<file path="src/rtl/core/fmeg_pkg.sv">
package fmeg_pkg;

    // envelope stage codes
    localparam logic [2:0] ST_ATTACK       = 3'd0;
    localparam logic [2:0] ST_DECAY        = 3'd1;
    localparam logic [2:0] ST_SUSTAIN      = 3'd2;
    localparam logic [2:0] ST_SUSTAIN_HOLD = 3'd3;
    localparam logic [2:0] ST_RELEASE      = 3'd4;
    localparam logic [2:0] ST_RELEASE_HOLD = 3'd5;

    // request kinds
    localparam logic [1:0] MODE_TICK    = 2'd0;
    localparam logic [1:0] MODE_KEY_ON  = 2'd1;
    localparam logic [1:0] MODE_KEY_OFF = 2'd2;

    // configuration register indexes
    localparam logic [2:0] REG_ATTACK_RATE  = 3'd0;
    localparam logic [2:0] REG_DECAY_RATE   = 3'd1;
    localparam logic [2:0] REG_SUSTAIN_RATE = 3'd2;
    localparam logic [2:0] REG_RELEASE_RATE = 3'd3;
    localparam logic [2:0] REG_DECAY_LIMIT  = 3'd4;

    localparam int RATE_W    = 21;
    localparam int MASK_W    = 13;
    localparam int ADD_W     = 8;
    localparam int LEVEL_W   = 11;
    localparam int FRAC_W    = 3;
    localparam int LIMIT_W   = 6;
    localparam int CNT_W     = 13;

    localparam logic [RATE_W-1:0]  RATE_RESET   = 21'd4097;
    localparam logic [LEVEL_W-1:0] SILENT_LEVEL = 11'd1024;
    localparam logic [6:0]         TOP_SEGMENT  = 7'd63;

    typedef struct packed {
        logic [RATE_W-1:0]  attack_rate;
        logic [RATE_W-1:0]  decay_rate;
        logic [RATE_W-1:0]  sustain_rate;
        logic [RATE_W-1:0]  release_rate;
        logic [LIMIT_W-1:0] decay_limit;
    } t_cfg;

    typedef struct packed {
        logic [2:0]         stage;
        logic [LEVEL_W-1:0] level;
        logic [FRAC_W-1:0]  frac;
    } t_env;

endpackage

</file>
<file path="src/rtl/core/fmeg_cfg_regs.sv">
module fmeg_cfg_regs (
    input  logic                        i_clk,
    input  logic                        i_rst_n,
    input  logic                        i_cfg_valid,
    input  logic [2:0]                  i_cfg_index,
    input  logic [fmeg_pkg::RATE_W-1:0] i_cfg_data,
    output fmeg_pkg::t_cfg              o_cfg
);

    fmeg_pkg::t_cfg r_cfg;

    // register writes, unknown indexes dropped
    always_ff @(posedge i_clk) begin
        if (!i_rst_n) begin
            r_cfg.attack_rate  <= fmeg_pkg::RATE_RESET;
            r_cfg.decay_rate   <= fmeg_pkg::RATE_RESET;
            r_cfg.sustain_rate <= fmeg_pkg::RATE_RESET;
            r_cfg.release_rate <= fmeg_pkg::RATE_RESET;
            r_cfg.decay_limit  <= '0;
        end else if (i_cfg_valid) begin
            unique case (i_cfg_index)
                fmeg_pkg::REG_ATTACK_RATE:  r_cfg.attack_rate  <= i_cfg_data;
                fmeg_pkg::REG_DECAY_RATE:   r_cfg.decay_rate   <= i_cfg_data;
                fmeg_pkg::REG_SUSTAIN_RATE: r_cfg.sustain_rate <= i_cfg_data;
                fmeg_pkg::REG_RELEASE_RATE: r_cfg.release_rate <= i_cfg_data;
                fmeg_pkg::REG_DECAY_LIMIT:
                    r_cfg.decay_limit <= i_cfg_data[fmeg_pkg::LIMIT_W-1:0];
                default: ;
            endcase
        end
    end

    assign o_cfg = r_cfg;

endmodule

</file>
<file path="src/rtl/core/fmeg_step.sv">
module fmeg_step (
    input  fmeg_pkg::t_cfg             i_cfg,
    input  fmeg_pkg::t_env             i_env,
    input  logic [1:0]                 i_mode,
    input  logic [fmeg_pkg::CNT_W-1:0] i_counter,
    output fmeg_pkg::t_env             o_env,
    output logic                       o_changed
);

    logic [fmeg_pkg::RATE_W-1:0]  rate_word;
    logic                         active;
    logic [fmeg_pkg::MASK_W-1:0]  mask;
    logic [fmeg_pkg::ADD_W-1:0]   add;
    logic                         hit;
    logic [8:0]                   frac_sum;
    logic [5:0]                   step;
    logic [11:0]                  lvl_p1;
    logic [16:0]                  prod;
    logic [16:0]                  drop_full;
    logic [12:0]                  drop;
    logic [11:0]                  lin_sum;
    logic [fmeg_pkg::LEVEL_W-1:0] lin_lvl;
    logic [2:0]                   zero_stage;

    // rate word of the current stage; hold stages never step
    always_comb begin
        rate_word = fmeg_pkg::RATE_RESET;
        active    = 1'b1;
        unique case (i_env.stage)
            fmeg_pkg::ST_ATTACK:  rate_word = i_cfg.attack_rate;
            fmeg_pkg::ST_DECAY:   rate_word = i_cfg.decay_rate;
            fmeg_pkg::ST_SUSTAIN: rate_word = i_cfg.sustain_rate;
            fmeg_pkg::ST_RELEASE: rate_word = i_cfg.release_rate;
            default:              active    = 1'b0;
        endcase
    end

    // tick match and fractional step
    assign mask     = rate_word[fmeg_pkg::MASK_W-1:0];
    assign add      = rate_word[fmeg_pkg::RATE_W-1:fmeg_pkg::MASK_W];
    assign hit      = active && ((i_counter & mask) == (mask >> 1));
    assign frac_sum = {6'd0, i_env.frac} + {1'b0, add};
    assign step     = frac_sum[8:3];

    // attack: level - ceil((level+1)*step/16)
    assign lvl_p1    = {1'b0, i_env.level} + 12'd1;
    assign prod      = {5'd0, lvl_p1} * {11'd0, step};
    assign drop_full = prod + 17'd15;
    assign drop      = drop_full[16:4];

    // linear rise for decay, sustain and release
    assign lin_sum = {1'b0, i_env.level} + {6'd0, step};
    assign lin_lvl = lin_sum[fmeg_pkg::LEVEL_W-1:0];

    assign zero_stage = (i_cfg.decay_limit == '0) ? fmeg_pkg::ST_SUSTAIN
                                                  : fmeg_pkg::ST_DECAY;

    // next envelope state
    always_comb begin
        o_env     = i_env;
        o_changed = 1'b0;
        unique case (i_mode)
            fmeg_pkg::MODE_TICK: begin
                if (hit) begin
                    o_changed  = 1'b1;
                    o_env.frac = frac_sum[fmeg_pkg::FRAC_W-1:0];
                    if (i_env.stage == fmeg_pkg::ST_ATTACK) begin
                        if (drop >= {2'd0, i_env.level}) begin
                            o_env.level = '0;
                            o_env.stage = zero_stage;
                        end else begin
                            o_env.level = i_env.level - drop[fmeg_pkg::LEVEL_W-1:0];
                        end
                    end else begin
                        o_env.level = lin_lvl;
                        if ({3'd0, lin_lvl[10:4]} >= {3'd0, fmeg_pkg::TOP_SEGMENT}) begin
                            o_env.level = fmeg_pkg::SILENT_LEVEL;
                            o_env.stage = (i_env.stage == fmeg_pkg::ST_RELEASE)
                                        ? fmeg_pkg::ST_RELEASE_HOLD
                                        : fmeg_pkg::ST_SUSTAIN_HOLD;
                        end else if (i_env.stage == fmeg_pkg::ST_DECAY &&
                                     lin_lvl[10:4] == {1'b0, i_cfg.decay_limit}) begin
                            o_env.stage = fmeg_pkg::ST_SUSTAIN;
                        end
                    end
                end
            end
            fmeg_pkg::MODE_KEY_ON: begin
                if (i_env.stage >= fmeg_pkg::ST_RELEASE) begin
                    o_env.stage = (i_env.level == '0) ? zero_stage : fmeg_pkg::ST_ATTACK;
                end
            end
            fmeg_pkg::MODE_KEY_OFF: begin
                o_env.stage = fmeg_pkg::ST_RELEASE;
                if (i_env.level[10:4] >= fmeg_pkg::TOP_SEGMENT) begin
                    o_env.level = fmeg_pkg::SILENT_LEVEL;
                    o_env.stage = fmeg_pkg::ST_RELEASE_HOLD;
                end
            end
            default: ;
        endcase
    end

endmodule

</file>
<file path="src/rtl/core/fm_operator_envelope_generator_top.sv">
// pipeline: 2 register stages, the input register and then the result register; a request
// held in the input register moves into the result register once that register is free
// throughput: one request per cycle while m_axis_tready is high; the envelope state updates
// as the input register hands its request to the result register, so the next one sees it
// reset: synchronous active low; release hold at level 1024, step fraction 0,
// rate words 4097 and decay limit 0; input and output stages empty
module fm_operator_envelope_generator_top (
    input  logic        i_clk,
    input  logic        i_rst_n,
    input  logic        s_axis_tvalid,
    output logic        s_axis_tready,
    input  logic [15:0] s_axis_tdata,   // [12:0] tick_counter, [15:13] zero
    input  logic [1:0]  s_axis_tuser,   // [1:0] mode
    output logic        m_axis_tvalid,
    input  logic        m_axis_tready,
    output logic [15:0] m_axis_tdata,   // [2:0] stage, [13:3] level, [14] level_changed, [15] zero
    input  logic        i_cfg_valid,
    output logic        o_cfg_ready,
    input  logic [2:0]  i_cfg_index,
    input  logic [20:0] i_cfg_data
);

    fmeg_pkg::t_cfg             cfg;
    fmeg_pkg::t_env             r_env;
    fmeg_pkg::t_env             n_env;
    logic                       n_changed;
    logic                       r_in_valid;
    logic [1:0]                 r_in_mode;
    logic [fmeg_pkg::CNT_W-1:0] r_in_counter;
    logic                       r_out_valid;
    logic [15:0]                r_out_data;
    logic                       advance;

    assign o_cfg_ready = 1'b1;

    fmeg_cfg_regs u_cfg_regs (
        .i_clk       (i_clk),
        .i_rst_n     (i_rst_n),
        .i_cfg_valid (i_cfg_valid),
        .i_cfg_index (i_cfg_index),
        .i_cfg_data  (i_cfg_data),
        .o_cfg       (cfg)
    );

    // handshake: move input stage on when the result register is free
    assign advance       = r_in_valid && (!r_out_valid || m_axis_tready);
    assign s_axis_tready = !r_in_valid || advance;

    // input register
    always_ff @(posedge i_clk) begin
        if (!i_rst_n) begin
            r_in_valid <= 1'b0;
        end else if (s_axis_tready) begin
            r_in_valid <= s_axis_tvalid;
        end
    end

    always_ff @(posedge i_clk) begin
        if (s_axis_tvalid && s_axis_tready) begin
            r_in_mode    <= s_axis_tuser;
            r_in_counter <= s_axis_tdata[fmeg_pkg::CNT_W-1:0];
        end
    end

    fmeg_step u_step (
        .i_cfg     (cfg),
        .i_env     (r_env),
        .i_mode    (r_in_mode),
        .i_counter (r_in_counter),
        .o_env     (n_env),
        .o_changed (n_changed)
    );

    // envelope state
    always_ff @(posedge i_clk) begin
        if (!i_rst_n) begin
            r_env.stage <= fmeg_pkg::ST_RELEASE_HOLD;
            r_env.level <= fmeg_pkg::SILENT_LEVEL;
            r_env.frac  <= '0;
        end else if (advance) begin
            r_env <= n_env;
        end
    end

    // result register
    always_ff @(posedge i_clk) begin
        if (!i_rst_n) begin
            r_out_valid <= 1'b0;
        end else if (advance) begin
            r_out_valid <= 1'b1;
        end else if (m_axis_tready) begin
            r_out_valid <= 1'b0;
        end
    end

    always_ff @(posedge i_clk) begin
        if (advance) begin
            r_out_data <= {1'b0, n_changed, n_env.level, n_env.stage};
        end
    end

    assign m_axis_tvalid = r_out_valid;
    assign m_axis_tdata  = r_out_data;

endmodule
</file>
<file path="config.mk">
export PLATFORM = sky130hd
export DESIGN_NAME = fm_operator_envelope_generator_top
export DESIGN_NICKNAME = d
export VERILOG_FILES = /design/src/rtl/core/fmeg_pkg.sv /design/src/rtl/core/fmeg_cfg_regs.sv /design/src/rtl/core/fmeg_step.sv /design/src/rtl/core/fm_operator_envelope_generator_top.sv
export SDC_FILE = /design/constraint.sdc
export NUM_CORES = 1
export LEC_CHECK = 0
export BUFFER_PORTS_ARGS = -buffer_cell sky130_fd_sc_hd__clkbuf_2
export CAP_MARGIN = 40
export CORE_MARGIN = 4
export CORE_UTILIZATION = 50
export DETAILED_ROUTE_END_ITERATION = 8
export GPL_ROUTABILITY_DRIVEN = 0
export HOLD_SLACK_MARGIN = 0.12
export PLACE_DENSITY = 0.8
export RECOVER_POWER = 50
export SYNTH_ARGS = -nofsm -noshare
export SYNTH_HDL_FRONTEND = slang
export SYNTH_SLANG_ARGS = --single-unit
</file>
<file path="constraint.sdc">
create_clock -name i_clk -period 7.53 [get_ports i_clk]
set_input_delay 1.506 -clock i_clk [delete_from_list [all_inputs] [get_ports i_clk]]
set_output_delay 1.506 -clock i_clk [all_outputs]
set_load 0.005 [all_outputs]
</file>
-- Word level (Yosys, flattened, before mapping)
Cells that the tools add are included.
- register bits: 139
- bits of input ports: 47
- output and inout port bits: 19
- logic and storage cells: 76
- $add $sub $neg: 5
- $mul: 1
- order comparisons: 4
- eq/ne operators: 11
- mux-type cells: 19
- bitwise gates (word level): 1
- reduce and logical (&&, ||, !) cells: 21
- operators by type and width (kind ; number):
    21-bit one-hot mux with 4 select lines ; 1
    11-bit two-way mux ; 2
    11-bit one-hot mux with 2 select lines ; 1
    3-bit two-way mux ; 6
    17-bit by 4-bit adder with 17-bit output (second input constant) ; 1
    12-bit by 6-bit multiplier with 17-bit output ; 1
    17-bit two-way mux ; 1
    7-bit by 6-bit greater-or-equal comparator with 1-bit output (second input constant) ; 2
    14-bit two-way mux ; 1
    13-bit bitwise AND ; 1
    13-bit by 12-bit equality test with 1-bit output ; 1
    13-bit by 11-bit greater-or-equal comparator with 1-bit output ; 1
    11-bit by 1-bit adder with 12-bit output (second input constant) ; 1
    12-bit two-way mux ; 1
    11-bit by 6-bit adder with 11-bit output ; 1
    11-bit zero test ; 1
    11-bit subtractor ; 1
    2-bit AND reduction ; 5
    3-bit by 8-bit adder with 9-bit output ; 1
    3-bit by 2-bit equality test with 1-bit output (second input constant) ; 3
    3-bit one-hot mux with 3 select lines ; 1
    7-bit by 6-bit equality test with 1-bit output ; 1
    3-bit by 1-bit equality test with 1-bit output (second input constant) ; 2
    3-bit equality test (second input constant) ; 2
    14 further kinds ; 23

-- Depth between registers and ports, before layout
Gate-level depths: netlist of run 1.
- depth after elaboration: 11
- gate-level depth with buffers: 38
- mapped depth without buffers: 34

-- Cells and area by module
A second synthesis of run 1 with hierarchy kept.
- cell total of the unflattened synthesis: 1174
- area total of the unflattened synthesis: 10596.4 um^2
- by module, submodules not included (module ; times used ; cells each ; area an instance (um^2) ; seq. area each (um^2)):
    fmeg_step ; 1 ; 735 ; 5559.1 ; 0.0
    fmeg_cfg_regs ; 1 ; 321 ; 3318.2 ; 1801.7
    fm_operator_envelope_generator_top ; 1 ; 118 ; 1719.1 ; 1281.2

-- Worst setup path after synthesis of run 1
OpenSTA, ideal clock, no wires.
- kind: register to register
- from: reg r_env[15] (netlist name)
- to: reg r_out_data[5], in the netlist m_axis_tdata[5] (data pin)
- library setup time: 0.256 ns
- arrival: 7.673 ns
- data required time: 7.274 ns
- setup slack: -0.399 ns
- stages on the path, launching flop included: 39
- path buffers: 5
- clock period less this slack: 7.929 ns
- cells stage by stage: dfxtp_1 buf_6 buf_2 buf_4 mux2i_1 nor2_1 a21oi_1 o21ai_0 ha_1 fa_1 a21oi_1 or2_0 nor2_1 xor2_1 clkbuf_1 nor2_1 fa_1 fa_1 [3 not listed] ha_1 ha_1 a211oi_1 o22ai_1 o21ai_0 nand2_1 a21oi_1 xnor2_1 ha_1 and2_1 o221ai_1 a21oi_1 o221ai_1 and4b_1 nand4_4 buf_4 o22ai_1 a22o_1
- RTL lines (element ; RTL line ; text):
    start, declared ; fm_operator_envelope_generator_top.sv:24 ; fmeg_pkg::t_env r_env;
    start signal, assigned ; fm_operator_envelope_generator_top.sv:81 ; r_env <= n_env;
    end signal, assigned ; fm_operator_envelope_generator_top.sv:98 ; r_out_data <= {1'b0, n_changed, n_env.level, n_env.stage};
    end, declared ; fm_operator_envelope_generator_top.sv:31 ; logic [15:0] r_out_data;

==> results.sh, run 1 <==
export IMPL_htreeDepth=4
export IMPL_worst_pin_slew_ns=2.55
export IMPL_syn_to_final_growth_pct=24.5
export IMPL_layout_setup_ws_ns=-0.158
export IMPL_first_pass_iters=8
export IMPL_finalHoldViolations=0
export IMPL_syn_nets=1466
export IMPL_core_um2=21200
export IMPL_placed_cells=1685
export IMPL_synth_area_top_cells="dfxtp_1 20%, edfxtp_1 8.3%, ha_1 8.2%"
export IMPL_power_density_nw_per_um2=144
export IMPL_synth_top_flop_cell="dfxtp_1"
export IMPL_die_y_um=155
export IMPL_routed_wl_um=33300
export IMPL_synthArstFlopShare_pct=0
export IMPL_slew_headroom_pct=-69.9
export IMPL_drv_cap=2
export IMPL_critPathArrivalTime_ns=7.98
export IMPL_clockBufferDepth=2
export IMPL_start_util_pct=51.2
export IMPL_p_leak_nw=5.41
export IMPL_dr_first_iter_drc_count=1033
export IMPL_first_global_vias=10331
export IMPL_critPathLaunchType="flip-flop"
export IMPL_rsz0062_at_grt="true"
export IMPL_cp_max_fo=6
export IMPL_grt_use_total_pct=26.2
export IMPL_synth_top_area_share_pct=20.2
export IMPL_slew_viol_final=97
export IMPL_ant_nets=0
export IMPL_grt_antenna_before_repair=0
export IMPL_num_vias=10564
export IMPL_final_layout_size_suffix_gt1_share_pct=24.4
export IMPL_synthTopCellsByCount="218 x nand2_1, 126 x a21oi_1, 109 x dfxtp_1"
export IMPL_ctsHoldBuffers=0
export IMPL_rows=53
export IMPL_fmax_ghz=0.130
export IMPL_syn_instance_count=1305
export IMPL_synth_most_common_cell="nand2_1"
export IMPL_drc=0
export IMPL_cts_sinks=139
export IMPL_slowest_stage="fa_1"
export IMPL_n_fill_cell=1641
export IMPL_fin_tns_setup_ns=-1.25
export IMPL_antenna_cells=0
export IMPL_syn_area_um2=10800
export IMPL_num_io_pins=66
export IMPL_clock_skew_final_ns=0.0150
export IMPL_dp_hpwl_um=23000
export IMPL_vias_per_cell=6.10
export IMPL_outcome="finished, violations left"
export IMPL_final_nets=1604
export IMPL_grt_pass1_wl_um=51300
export IMPL_hp_class="reg -> reg"
export IMPL_pre_cts_ws_ns=-0.368
export IMPL_ys_seq_elements=139
export IMPL_cts_tree="done"
export IMPL_crit_path_end_kind="flip-flop"
export IMPL_stdcell_count=1731
export IMPL_clockRootBuffer="clkbuf_16"
export IMPL_synth_top_area_cell="dfxtp_1"
export IMPL_worst_ir_drop_vdd_v=0.000165
export IMPL_cp_top_family="adder cells"
export IMPL_insertion_delay_ns=0.43
export IMPL_post_route_period_util_pct=102
export IMPL_failed_checks="capacitance limit, slew limit, setup timing"
export IMPL_die_x_um=155
export IMPL_final_util_pct=63.7
export IMPL_path_class="reg -> reg"
export IMPL_synth_distinct_cells=100
export IMPL_portBuffers=60
export IMPL_synth_edf_count=30
export IMPL_synth_warnings=0
export IMPL_drt_wirelength_per_cell_um=19.2
export IMPL_grt_max_degree=58
export IMPL_overflow=0
export IMPL_cts_buffers=17
export IMPL_synth_avg_cell_area_um2=8.29
export IMPL_fin_crit_ns=7.69
export IMPL_crit_buf_inv=3
export IMPL_synth_seq_area_share_pct=28.5
export IMPL_crit_required_ns=7.82
export IMPL_setup_viol=19
export IMPL_max_stage_delay_ns=0.60
export IMPL_die_area_um2=24100
export IMPL_clk_pin_slew_ns=0.07
==> worst register-to-register path, delay by kind of cell, from the launching register on <==
family	cells	cell delay (ns)
adder cells (fa/ha/maj)	7	2.80
AND/OR/NAND/NOR	9	1.43
flip-flops	1	0.41
AO/OA/AOI/OAI	10	1.93
multiplexers	1	0.18
XOR/XNOR	2	0.31
buffers and inverters	3	0.50
==> cells in the final DEF (no fill, tap or decap), types with 16 or more instances in the layout <==
| master | netlist | layout |
|---|---|---|
| clkbuf_2 | 0 | 51 |
| inv_1 | 86 | 76 |
| edfxtp_1 | 30 | 30 |
| a21oi_1 | 126 | 116 |
| nor3_1 | 17 | 16 |
| mux2i_1 | 18 | 18 |
| nand2_1 | 218 | 216 |
| fa_1 | 43 | 41 |
| o21ai_0 | 31 | 23 |
| clkbuf_16 | 0 | 20 |
| nand3_1 | 29 | 28 |
| dfxtp_1 | 109 | 107 |
| xnor2_1 | 32 | 28 |
| nor2_1 | 103 | 86 |
| ha_1 | 71 | 56 |
| buf_4 | 4 | 112 |
==> layer usage <==
layer | share of wire (%) | global-route usage (%)
met3 | 8.7 | 5.37
met2 | 49 | 44.5
met5 | 0 | 0
met4 | 5.0 | 12.8
met1 | 38 | 31.7
==> power breakdown <==
group / switching [mW] / internal [mW]
combinational: 0.145 / 0.0917
clock: 0.348 / 0.562
sequential: 0.0138 / 0.784
==> final timing paths <==
kind | startpoint | end | slack (ns) | cells after the start
hold / removal | u_cfg_regs.o_cfg[11] | u_cfg_regs.o_cfg[11] | 0.45 | 2
hold reg to reg | u_cfg_regs.o_cfg[11] | u_cfg_regs.o_cfg[11] | 0.45 | 2
setup reg to reg | r_env[15] | m_axis_tdata[13] | -0.16 | 32
setup / recovery | r_env[15] | m_axis_tdata[13] | -0.16 | 32
==> area by class of cell <==
type | instances | area, um^2 | area share, %
multi-input combinational | 1006 | 7690 | 57.1
sequential | 139 | 3090 | 22.9
timing repair buffer | 191 | 1370 | 10.2
clock buffer | 23 | 522 | 3.87
tap | 275 | 344 | 2.55
inverter | 88 | 333 | 2.47
clock inverter | 9 | 118 | 0.873
==> what timing repair did <==
item,4_1_cts,5_1_grt
endpoints found under the setup margin,26,26
setup buffers,5,9
pin swaps,22,83
gates resized for setup,32,98
endpoints found under the hold margin,0,0
==> kinds of logic after synthesis <==
family / share of synthesized area [%]
compound gates: 18.8
xor+xnor: 4.36
fa+ha+maj: 16.3
buf+inv: 6.15
flops: 28.5
mux: 2.81
other cells: 0.0694
simple gates: 23.1
==> through the flow <==
step                      instance area, um^2  hold WS [ns]  power [mW]
after detailed placement                12200         0.445        1.03
after global placement                  12000         0.437        1.02
after floorplan                         10900         0.431       0.945
final                                   13500         0.451        1.94
after global routing                    13500         0.466        2.00
after CTS                               13000         0.453        1.93
==> state kept, by name, indices dropped and copies added, names as in the netlist <==
name / count
r_in_mode: 2
u_cfg_regs.o_cfg: 90
m_axis_tvalid: 1
r_env: 17
r_in_counter: 13
m_axis_tdata: 15
r_in_valid: 1
Power figures use the tool's default switching activity.
==> inputs of run 2 (changes only) <==
Settings changed: SKIP_CTS_REPAIR_TIMING set to 1.
==> run 2 against run 1 <==
The flow still finishes with violations (capacitance limit, slew limit, setup timing). Register-to-register slack gained 0.13 ns. Hold slack worse by 0.00060 ns. Clock power about the same. Non-clock buffer count down 2. Flip-flop and latch count unchanged. Critical endpoint unchanged. Highest routed layer unchanged.
==> results.sh, run 2 (synthesis results as in run 1) <==
export IMPL_internal_power_mw=1.43
export IMPL_antenna_cells=0
export IMPL_vias_per_cell=6.09
export IMPL_core_um2=21200
export IMPL_fin_tns_setup_ns=-0.0325
export IMPL_hp_class="reg -> reg"
export IMPL_cts_sinks=139
export IMPL_wl_met3_um=2690
export IMPL_routed_wl_um=32700
export IMPL_drc=0
export IMPL_fmax_ghz=0.132
export IMPL_max_stage_delay_ns=0.57
export IMPL_path_class="reg -> reg"
export IMPL_min_path_cells=2
export IMPL_drt_met1_wl_um=12600
export IMPL_holdPathEnd="u_cfg_regs.o_cfg[11]"
export IMPL_final_nets=1602
export IMPL_overflow=0
export IMPL_critPathArrivalTime_ns=7.85
export IMPL_portBuffers=60
export IMPL_slew_viol_final=97
export IMPL_p_sw_share_pct=26.0
export IMPL_wl_met2_um=16000
export IMPL_r2r_slack_ns=-0.03
export IMPL_worst_pin_slew_ns=2.44
export IMPL_r2r_cells=31
export IMPL_die_x_um=155
export IMPL_die_area_um2=24100
export IMPL_clockBufferDepth=2
export IMPL_p_seq_share_pct=41.1
export IMPL_clkPwrFrac_pct=47.0
export IMPL_setup_viol=1
export IMPL_clock_skew_final_ns=0.0147
export IMPL_grt_max_degree=58
export IMPL_start_util_pct=51.2
export IMPL_clockRootBuffer="clkbuf_16"
export IMPL_grt_use_total_pct=25.9
export IMPL_net_switching_power_mw=0.504
export IMPL_pre_cts_ws_ns=-0.368
export IMPL_num_vias=10537
export IMPL_power_density_nw_per_um2=145
export IMPL_first_pass_iters=7
export IMPL_rows=53
export IMPL_num_io_pins=66
export IMPL_first_global_vias=10167
export IMPL_slowest_stage="fa_1"
export IMPL_layout_common_cells="218 x nand2_1, 114 x a21oi_1, 111 x buf_4"
export IMPL_combPwrFrac_pct=11.9
export IMPL_syn_to_final_growth_pct=23.6
export IMPL_slew_headroom_pct=-63.0
export IMPL_largest_reg_flops=90
export IMPL_r2r_start="r_env[15]"
export IMPL_failed_checks="capacitance limit, slew limit, setup timing"
export IMPL_finalHoldViolations=0
export IMPL_worst_ir_drop_vdd_v=0.000165
export IMPL_die_y_um=155
export IMPL_clk_pin_slew_ns=0.07
export IMPL_fin_crit_ns=7.56
export IMPL_crit_required_ns=7.82
export IMPL_final_common_cell="nand2_1"
export IMPL_post_route_period_util_pct=100
export IMPL_insertion_delay_ns=0.43
export IMPL_crit_path_end_kind="flip-flop"
export IMPL_p_leak_nw=5.34
export IMPL_dp_hpwl_um=23000
export IMPL_ant_nets=0
export IMPL_rsz0062_at_grt="true"
export IMPL_grt_antenna_before_repair=0
export IMPL_min_delay_start="u_cfg_regs.o_cfg[11]"
export IMPL_cts_tree="done"
export IMPL_drt_wirelength_per_cell_um=18.9
export IMPL_totalPowerFinal_mw=1.94
export IMPL_layout_setup_ws_ns=-0.0325
export IMPL_dr_first_iter_drc_count=1132
export IMPL_cts_buffers=17
export IMPL_outcome="finished, violations left"
export IMPL_worstReg2RegEnd="m_axis_tdata[13]"
export IMPL_final_layout_size_suffix_gt1_share_pct=23.8
export IMPL_grt_pass1_wl_um=50700
export IMPL_critPathLaunchType="flip-flop"
export IMPL_drv_cap=2
export IMPL_maxUsedRoutingLayer="met4"
export IMPL_htreeDepth=4
export IMPL_cp_max_fo=6
## run 2: worst max path at each step
stage | to | startpoint | slack (ns)
floorplan | m_axis_tdata[4] | r_env[15] | 0.008
global placement | m_axis_tdata[6] | r_env[14] | -0.22
detailed placement | m_axis_tdata[6] | r_env[14] | -0.37
CTS | m_axis_tdata[6] | r_env[14] | -0.45
global route | m_axis_tdata[13] | r_env[15] | -0.30
finish | m_axis_tdata[13] | r_env[15] | -0.03
## run 2: through the flow
step	area (um^2)	hold slack (ns)	util [%]	std cells
finish	13400	0.450	63.2	1729
global route	13400	0.466	63.2	1729
CTS	12800	0.453	60.5	1717
detailed placement	12200	0.445	57.4	1685
global placement	12000	0.437	56.8	1677
floorplan	10900	0.431	-	1305
## run 2: critical path: cells and delay by family, from the launching register on
kind	cells	cell delay [ns]
DFF	1	0.38
xor gates and xnor gates	2	0.58
AOI/OAI and AO/OA	10	1.92
buffers and inverters	3	0.52
and+or+nand+nor	9	1.39
adders and majority gates	7	2.63
## run 2: cell type report
class,count,area [um^2]
inverters,88,330
clock inverters,9,118
flip-flops and latches,139,3090
well taps,275,344
multi-input cells,1006,7630
clock buffers,23,522
fillers,1653,7780
repair buffers,189,1350
## run 2: power by group through the flow
stage	Sequential [mW]	Combinational (mW)	Clock, mW
6_report	0.797	0.230	0.910
4_1_cts	0.797	0.215	0.912
3_5_place_dp	0.813	0.213	0
2_1_floorplan	0.810	0.135	0
5_1_grt	0.799	0.248	0.945
3_3_place_gp	0.812	0.203	0
## run 2: layer usage
layer | vias up | global-route usage (%)
li1 | 4854 | -
met1 | 5000 | 31.6
met2 | 559 | 43.9
met3 | 124 | 5.26
met4 | 0 | 11.8
met5 | - | 0
